$ cat src/rtl/lbp_pkg.sv
`default_nettype none

package lbp_pkg;

  // Scan limits
  localparam int TRACE_LIMIT    = 64;
  localparam int HOST_REG_LIMIT = 6;

  // Fixed field widths
  localparam int ADDR_W  = 64;
  localparam int WORD_W  = 32;
  localparam int CNT_W   = 7;
  localparam int MASK_W  = 32;
  localparam int POP_W   = 6;

  // Budget register reset value
  localparam logic [CNT_W-1:0] BUDGET_RESET = 7'd64;

  // Trace limit clipped to what the budget register can express
  localparam logic [CNT_W-1:0] TRACE_CAP =
    CNT_W'((TRACE_LIMIT < 127) ? TRACE_LIMIT : 127);

  // Major opcodes
  localparam logic [6:0] OPC_LOAD      = 7'h03;
  localparam logic [6:0] OPC_STORE     = 7'h23;
  localparam logic [6:0] OPC_OP_IMM    = 7'h13;
  localparam logic [6:0] OPC_OP_IMM_32 = 7'h1B;
  localparam logic [6:0] OPC_OP        = 7'h33;
  localparam logic [6:0] OPC_OP_32     = 7'h3B;
  localparam logic [6:0] OPC_AUIPC     = 7'h17;
  localparam logic [6:0] OPC_LUI       = 7'h37;
  localparam logic [6:0] OPC_BRANCH    = 7'h63;

  // funct7 of the M extension under OP and OP-32
  localparam logic [6:0] FUNCT7_MULDIV = 7'h01;

  // One result item
  typedef struct packed {
    logic              done_res;
    logic              found_loop;
    logic [CNT_W-1:0]  loop_length;
    logic [MASK_W-1:0] preload_mask;
    logic [POP_W-1:0]  preload_count;
  } lbp_res_t;

  // One-hot bit for a register number, x0 gives nothing
  function automatic logic [MASK_W-1:0] reg_bit(input logic [4:0] r);
    logic [MASK_W-1:0] m;
    m = '0;
    if (r != 5'd0) begin
      m[r] = 1'b1;
    end
    return m;
  endfunction

  // Population count of a register mask
  function automatic logic [POP_W-1:0] pop_mask(input logic [MASK_W-1:0] v);
    logic [POP_W-1:0] c;
    c = '0;
    for (int i = 0; i < MASK_W; i++) begin
      c = c + POP_W'(v[i]);
    end
    return c;
  endfunction

  // Sign-extended B-type immediate
  function automatic logic [ADDR_W-1:0] branch_offset(input logic [WORD_W-1:0] w);
    return {{(ADDR_W-13){w[31]}}, w[31], w[7], w[30:25], w[11:8], 1'b0};
  endfunction

endpackage

`default_nettype wire

$ cat src/rtl/loop_backedge_prescan.sv
`default_nettype none

// Loop backedge prescan: takes one fetched RV64 instruction word per request and answers
// each request with exactly one result, in order. A request with in_first high opens a
// scan whose head is its fetch address; the scan closes on a failed fetch, an unsupported
// opcode, an exhausted budget (min of cfg budget and the trace limit) or a conditional
// branch back to the head, and only the closing request carries done_res and the
// loop fields. It takes one request per clock while out_stall does not hold the result
// register. The request lands in the input register on the accepting edge, then one
// decode / 64-bit target add and compare / register-mask popcount pass carries it into
// the result register, which raises out_valid. Write the budget only while no request is in flight.
module loop_backedge_prescan
  import lbp_pkg::*;
(
  input  wire logic              clk,
  input  wire logic              rst_n,

  input  wire logic              cfg_wr_en,
  input  wire logic [CNT_W-1:0]  cfg_wr_data,

  input  wire logic              in_valid,
  output logic                   in_stall,
  input  wire logic              in_first,
  input  wire logic [ADDR_W-1:0] in_fetch_addr,
  input  wire logic [WORD_W-1:0] in_instr_word,
  input  wire logic              in_fetch_ok,

  output logic                   out_valid,
  input  wire logic              out_stall,
  output logic                   out_done_res,
  output logic                   out_found_loop,
  output logic [CNT_W-1:0]       out_loop_length,
  output logic [MASK_W-1:0]      out_preload_mask,
  output logic [POP_W-1:0]       out_preload_count
);

  // Configuration
  logic [CNT_W-1:0]  budget_r;

  // Input register
  logic              s1_valid_r;
  logic              s1_first_r;
  logic [ADDR_W-1:0] s1_addr_r;
  logic [WORD_W-1:0] s1_word_r;
  logic              s1_ok_r;

  // Scan state
  logic [ADDR_W-1:0] head_r,   head_nxt;
  logic [CNT_W-1:0]  cnt_r,    cnt_nxt;
  logic [MASK_W-1:0] used_r,   used_nxt;
  logic              elig_r,   elig_nxt;
  logic              active_r, active_nxt;

  // Result register
  logic              out_valid_r;
  lbp_res_t          res_r, res_nxt;

  logic              out_hold;
  logic              advance;

  // Pipeline control
  assign out_hold = out_valid_r && out_stall;
  assign advance  = s1_valid_r && !out_hold;
  assign in_stall = s1_valid_r && out_hold;

  // Decode and scan step
  logic [6:0]        op;
  logic [4:0]        rd, rs1, rs2;
  logic [6:0]        funct7;
  logic [CNT_W-1:0]  limit;
  logic [ADDR_W-1:0] eff_head;
  logic [CNT_W-1:0]  eff_cnt;
  logic [CNT_W-1:0]  cnt_inc;
  logic [MASK_W-1:0] eff_used;
  logic              eff_elig;
  logic              eff_active;
  logic              op_known;
  logic              is_branch;
  logic              backedge;
  logic              stop_early;
  logic              elig_mid;
  logic              collect_ok;
  logic [MASK_W-1:0] collect_bits;
  logic [MASK_W-1:0] used_upd;
  logic              elig_upd;
  logic [POP_W-1:0]  used_pop;

  assign op     = s1_word_r[6:0];
  assign rd     = s1_word_r[11:7];
  assign rs1    = s1_word_r[19:15];
  assign rs2    = s1_word_r[24:20];
  assign funct7 = s1_word_r[31:25];

  assign limit      = (budget_r < TRACE_CAP) ? budget_r : TRACE_CAP;
  assign eff_head   = s1_first_r ? s1_addr_r : head_r;
  assign eff_cnt    = s1_first_r ? '0 : cnt_r;
  assign eff_used   = s1_first_r ? '0 : used_r;
  assign eff_elig   = s1_first_r ? 1'b1 : elig_r;
  assign eff_active = s1_first_r || active_r;
  assign cnt_inc    = eff_cnt + CNT_W'(1);

  assign op_known  = op inside {OPC_LOAD, OPC_STORE, OPC_OP_IMM, OPC_OP_IMM_32, OPC_OP,
                                OPC_OP_32, OPC_AUIPC, OPC_LUI, OPC_BRANCH};
  assign is_branch = (op == OPC_BRANCH);
  assign backedge  = is_branch && ((s1_addr_r + branch_offset(s1_word_r)) == eff_head);
  assign stop_early = (eff_cnt >= limit) || !s1_ok_r || !op_known;
  assign elig_mid   = eff_elig && !(is_branch && !backedge);

  // Collect registers touched by this instruction
  always_comb begin
    collect_ok   = 1'b1;
    collect_bits = '0;
    case (op)
      OPC_OP_IMM, OPC_OP_IMM_32: begin
        collect_bits = reg_bit(rd) | reg_bit(rs1);
      end
      OPC_OP, OPC_OP_32: begin
        collect_ok   = (funct7 != FUNCT7_MULDIV);
        collect_bits = reg_bit(rd) | reg_bit(rs1) | reg_bit(rs2);
      end
      OPC_LUI, OPC_AUIPC: begin
        collect_bits = reg_bit(rd);
      end
      OPC_BRANCH: begin
        collect_bits = reg_bit(rs1) | reg_bit(rs2);
      end
      default: begin
        collect_ok = 1'b0;
      end
    endcase
  end

  assign elig_upd = elig_mid && collect_ok;
  assign used_upd = elig_upd ? (eff_used | collect_bits) : eff_used;
  assign used_pop = pop_mask(used_upd);

  // Next state and result
  always_comb begin
    head_nxt   = eff_head;
    cnt_nxt    = eff_cnt;
    used_nxt   = eff_used;
    elig_nxt   = eff_elig;
    active_nxt = eff_active;
    res_nxt    = '0;
    if (eff_active) begin
      if (stop_early) begin
        active_nxt       = 1'b0;
        res_nxt.done_res = 1'b1;
      end else begin
        used_nxt = used_upd;
        elig_nxt = elig_upd;
        if (backedge) begin
          active_nxt          = 1'b0;
          res_nxt.done_res    = 1'b1;
          res_nxt.found_loop  = 1'b1;
          res_nxt.loop_length = cnt_inc;
          if (elig_upd && (used_pop != '0) && (used_pop <= POP_W'(HOST_REG_LIMIT))) begin
            res_nxt.preload_mask  = used_upd;
            res_nxt.preload_count = used_pop;
          end
        end else begin
          cnt_nxt = cnt_inc;
          if (cnt_inc >= limit) begin
            active_nxt       = 1'b0;
            res_nxt.done_res = 1'b1;
          end
        end
      end
    end
  end

  // Control registers
  always_ff @(posedge clk) begin
    if (!rst_n) begin
      budget_r    <= BUDGET_RESET;
      s1_valid_r  <= 1'b0;
      out_valid_r <= 1'b0;
      head_r      <= '0;
      cnt_r       <= '0;
      used_r      <= '0;
      elig_r      <= 1'b1;
      active_r    <= 1'b0;
    end else begin
      if (cfg_wr_en) begin
        budget_r <= cfg_wr_data;
      end
      if (!in_stall) begin
        s1_valid_r <= in_valid;
      end
      if (!out_hold) begin
        out_valid_r <= s1_valid_r;
      end
      if (advance) begin
        head_r   <= head_nxt;
        cnt_r    <= cnt_nxt;
        used_r   <= used_nxt;
        elig_r   <= elig_nxt;
        active_r <= active_nxt;
      end
    end
  end

  // Payload registers: capture a request, hold the result while stalled
  always_ff @(posedge clk) begin
    if (!in_stall) begin
      s1_first_r <= in_first;
      s1_addr_r  <= in_fetch_addr;
      s1_word_r  <= in_instr_word;
      s1_ok_r    <= in_fetch_ok;
    end
    if (!out_hold) begin
      res_r <= res_nxt;
    end
  end

  assign out_valid         = out_valid_r;
  assign out_done_res      = res_r.done_res;
  assign out_found_loop    = res_r.found_loop;
  assign out_loop_length   = res_r.loop_length;
  assign out_preload_mask  = res_r.preload_mask;
  assign out_preload_count = res_r.preload_count;

endmodule

`default_nettype wire

$ cat config.mk
export PLATFORM = sky130hd
export DESIGN_NAME = loop_backedge_prescan
export DESIGN_NICKNAME = d
export VERILOG_FILES = /design/src/rtl/lbp_pkg.sv /design/src/rtl/loop_backedge_prescan.sv
export SDC_FILE = /design/constraint.sdc
export NUM_CORES = 1
export LEC_CHECK = 0
export ABC_CLOCK_PERIOD_IN_PS = 16700
export BUFFER_PORTS_ARGS = -buffer_cell sky130_fd_sc_hd__buf_2
export CAP_MARGIN = 15
export CORE_MARGIN = 1
export CORE_UTILIZATION = 55
export DETAILED_ROUTE_END_ITERATION = 6
export PLACE_DENSITY = 0.75
export SETUP_SLACK_MARGIN = 0.3
export SYNTH_ARGS = -nofsm -noshare
export SYNTH_HDL_FRONTEND = slang
export SYNTH_SLANG_ARGS = --single-unit
$ cat constraint.sdc
create_clock -name clk -period 16.7 [get_ports clk]
set_input_delay 5.01 -clock clk [delete_from_list [all_inputs] [get_ports clk]]
set_output_delay 5.01 -clock clk [all_outputs]
set_load 0.01 [all_outputs]
# Word level (Yosys, flattened, before mapping)
# Index checks and enable logic that the tools add are counted.
classes:
  addsub: 33
  order_cmp: 10
  n_eq_ne: 11
  n_mux: 40
  bitwise: 8
  n_reduce_logical: 32
ops:
  columns: ["cell", "count"]
  rows:
  - ["2-to-1 mux 32 bit", 14]
  - ["OR 32 bit", 5]
  - ["adder 6 x 1 -> 6 bit", 26]
  - ["one-hot mux 32 bit (4 select lines)", 1]
  - ["adder 64 bit", 1]
  - ["equality test 64 bit", 1]
  - ["2-to-1 mux 64 bit", 1]
  - ["2-to-1 mux 46 bit", 1]
  - ["2-to-1 mux 38 bit", 1]
  - ["2-to-1 mux 7 bit", 5]
  - ["equality test 7 x 6 -> 1 bit (second input constant)", 4]
  - ["equality test 7 x 5 -> 1 bit (second input constant)", 3]
  - ["< comparator 5 x 6 -> 1 bit (second input constant)", 3]
  - ["demux 1 bit (select 5 bit)", 3]
  - ["greater-or-equal comparator 5 x 1 -> 1 bit (second input constant)", 3]
  - ["nonzero test 5 bit", 3]
  - ["greater-or-equal comparator 7 bit", 2]
  - ["2-to-1 mux 1 bit", 13]
  - ["logical AND 1 bit", 12]
  - ["nonzero test 9 bit", 1]
  - ["OR reduction 2 bit", 4]
  - ["adder 7 x 1 -> 7 bit (second input constant)", 1]
  - ["equality test 7 x 2 -> 1 bit (second input constant)", 1]
  - ["equality test 7 bit (second input constant)", 1]
  - ["other kinds (16)", 24]
totals:
  ff_bits: 259
  input_bits: 110
  out_inout_bits: 49
  elab_cells: 151

# Depth between registers and ports, before layout
depth:
  depth_word: 47
  depth_mapped: 36
  ltp_nobuf: 32

# Least setup slack after synthesis
# OpenSTA, ideal clock, no wires.
synth_timing:
  kind: "input to output"
  startpoint: "in out_stall"
  endpoint: "out in_stall"
  arrival_time_ns: 7.883
  required_ns: 11.690
  path_slack_ns: 3.807
  cell_stages: 2
  path_buffers: 0
  cell_sequence: "nand3_1 inv_1"
synth_between:
  elab_chain_len: 2
synth_rtl:
  columns: ["element", "line", "rtl"]
  rows:
  - ["start, declared", "loop_backedge_prescan.sv:29", "input wire logic out_stall,"]
  - ["logical AND 1 bit", "loop_backedge_prescan.sv:62", "assign out_hold = out_valid_r && out_stall;"]
  - ["logical AND 1 bit", "loop_backedge_prescan.sv:64", "assign in_stall = s1_valid_r && out_hold;"]
  - ["end, declared", "loop_backedge_prescan.sv:22", "output logic in_stall,"]
# No other way between the ends.

# Worst setup path in the final report
layout_timing:
  startpoint: "reg s1_word_r[8]"
  endpoint: "reg res_r (netlist bit out_preload_mask[10]), data pin"
layout_between:
  elab_chain_len: 47
  elab_cells_between_ends: 61
  cone_classes: "add/sub: 32; order compare: 3; eq/ne: 1; mux: 7; bitwise: 6; reduce/logical: 12"
layout_rtl:
  columns: ["element", "line", "rtl"]
  rows:
  - ["start, declared", "loop_backedge_prescan.sv:44", "logic [WORD_W-1:0] s1_word_r;"]
  - ["start signal, assigned", "loop_backedge_prescan.sv:208", "s1_word_r <= in_instr_word;"]
  - ["branches (longest 47 deep; another with adder 64 bit)", null, null]
  - ["end signal, assigned", "loop_backedge_prescan.sv:212", "res_r <= res_nxt;"]
  - ["end, declared", "loop_backedge_prescan.sv:56", "lbp_res_t res_r, res_nxt;"]
# Several ways; the timed one is not identified. The select of a mux whose other input is x is not followed.
# A chain may end at the register's enable or synchronous reset.

==> results by group <==
Worst setup path
  • Critical Path AT: 11.29 ns
  • WP data required: 16.99 ns
  • CP top delay family: adder cells
  • Worst setup path class: flip-flop to flip-flop
  • Crit path max fanout: 63
  • Critical-path top delay cell: nor4_2
  • Most frequent CP cell: fa_1
  • Slowest stage delay, CP: 0.82 ns
  • CP startpoint kind: flip-flop
  • Crit path buffers/inverters: 4
  • Crit. End Element: flip-flop

Layout
  • Filler instances: 2,735
  • Commonest non-fill, non-tap cell in the layout: nand2_1
  • Layout cell share with drive strength beyond 1: 11.9%
  • Ant. Diodes: 0
  • Most frequent cells in the layout: 297 x nand2_1, 155 x buf_2, 150 x nor2_1, 142 x edfxtp_1, 133 x a21oi_1
  • Syn-to-layout area delta: 10.8%
  • Net count, final: 2,291

Global route
  • Largest net degree at the start of global routing: 122
  • Aggregate global-route resource usage: 31.2%
  • Remaining Overflow, GRT: 0
  • First-pass GRT wire length: 80,500 microns
  • Number of global-route vias before repair: 14,500
  • Initial antenna violation count: 0

Clocking
  • Clock Sinks: 256
  • Post-CTS Setup Bufs: 0
  • Clk Tree Root Cell: clkbuf_16
  • Hold_buf cts: 0
  • H-tree levels: 1
  • CTS clk-pin slew, worst paths: 0.07 ns
  • Worst skew pair latency: 0.56 ns
  • Number of buffers created by CTS: 28
  • CTS tree: built
  • Post-CTS Resized: 0
  • Clock Tree Buf Depth: 3

Synth
  • Mapped Area: 0.0176 sq mm
  • Gate Count Post-Synth: 1,980
  • Post-synth EDFFs: 142
  • Post-synthesis sequential area ratio: 37.2%
  • Share of Yosys cell area claimed by the top area cell type: 24.2%
  • Post-synth top area cell: edfxtp_1
  • Synth async-reset ratio: 0%
  • Synth area leaders: edfxtp_1 24%, dfxtp_1 13%, nand2_1 6.4%
  • Syn avg cell area: 8.89 sq um
  • Ys Warns: 0
  • Synth cell types: 87
  • Synth Register Bits: 256
  • Main flop type after synthesis: edfxtp_1

Power
  • Power Dens Cells: 87.7 mW/mm^2
  • Worst vdd ir: 0.000108 V
  • Tot Pwr: 1.71 mW
  • Leakage: 7.30 nW

Detailed routing
  • Via count: 15,600
  • Post-route ant nets: 0
  • 1st-iter DRT viols: 1,424
  • # DRC: 0
  • Drt wl/cell: 20.8 microns
  • Pre-antenna DRT Iters: 5
  • Vias per cell: 6.27
  • Routed WL: 51,800 microns

Placement
  • DP Wirelength: 39,500 microns
  • DP Worst Slack: 5.70 ns
  • Placer Congestion: 0.978
  • Port Buffers: 155

Timing
  • Post-route setup TNS: 0 ns
  • Final setup fails: 0
  • Minimum clock period: 11.00 ns
  • Final Hold Viols: 0
  • RSZ-0062 raised after global routing: no
  • Worst slew pin tran: 1.19 ns
  • Slew margin rel.: 20.5%
  • Max-slew violation count: 0
  • Fmax: 90.9 MHz
  • Hold_ws: 0.467 ns
  • Setup ws final: 5.70 ns
  • Worst Skew: 0.0174 ns
  • Final worst-path cycle share: 65.9%

Outcome
  • Status: complete, no violations

Die
  • Die X: 181 microns
  • Core box area: 0.0316 sq mm
  • Ports: 159
  • DIE AREA: 0.0327 sq mm
  • Row cnt: 65
  • Die H: 181 microns
  • Starting density of the core: 55.8%

Hold path
  • Worst min path class: flip-flop to flip-flop

Flow run
  • Max Cap Viol: 0
-- path summary, 6_finish.rpt --
path,from,to,slack (ns),cells past startpoint
worst max-delay path,s1_word_r[8],out_preload_mask[10],5.70,30
worst min-delay path,head_r[35],head_r[35],0.47,2
worst max register to register,s1_word_r[8],out_preload_mask[10],5.70,30
worst min register to register,head_r[35],head_r[35],0.47,2
-- worst min-delay path, delay by kind of cell (launching register included) --
kind / cells / cell delay (ns)
compound gates: 1 / 0.06
flops: 1 / 0.31
simple gates: 1 / 0.04
-- synth_stat cells (42+ instances only) --
library cell,count
o21ai_0,84
nand4_1,42
nor2_1,152
a22oi_1,43
xnor2_1,72
nand3_1,66
edfxtp_1,142
dfxtp_1,114
a21boi_0,98
clkbuf_1,81
ha_1,84
a21oi_1,133
mux2i_1,75
inv_1,44
nand2_1,299
-- cell families after synthesis --
kind of cell,share of synthesized area (%)
simple gates,19.8
compound gates,21.1
flops,37.2
buf+inv,3.76
fa+ha+maj,8.81
xor+xnor,5.07
mux,4.26
other cells,0.0213
-- registers in the layout, indices dropped and copies added (netlist names) --
name	flops
cnt_r	7
out_found_loop	1
head_r	64
s1_ok_r	1
s1_addr_r	64
s1_valid_r	1
used_r	32
budget_r	7
s1_first_r	1
out_preload_count	6
out_valid	1
elig_r	1
out_done_res	1
out_loop_length	7
s1_word_r	29
out_preload_mask	32
active_r	1
-- final cells by class --
| class | instances | area (sq um) | share of cell area, % |
|---|---|---|---|
| multi-input combinational | 1571 | 10500 | 53.6 |
| sequential | 256 | 6550 | 33.6 |
| timing repair buffer | 170 | 888 | 4.55 |
| clock buffer | 42 | 836 | 4.29 |
| tap | 402 | 503 | 2.58 |
| inverter | 45 | 169 | 0.866 |
| clock inverter | 10 | 108 | 0.552 |
-- power breakdown --
group	switching (mW)	internal, mW	leakage, nW
clock	0.253	0.376	0.458
sequential	0.0220	0.690	2.48
combinational	0.236	0.134	4.36
-- through the flow --
step,util [%],instances,area (sq um)
after global placement,58.8,2444,18600
after floorplan,-,1982,17600
final,61.8,2496,19500
after global routing,61.8,2496,19500
after CTS,61.8,2496,19500
after detailed placement,58.8,2444,18600
-- per-layer routing --
layer  vias up  GRT usage, %  share of wire, %
met4         0          6.67               2.0
met2       554          48.4                44
met1      7568          45.7                48
li1       7454             -                 -
met3        65          4.84               6.5
met5         -             0                 0
Power figures use the tool's default switching activity.
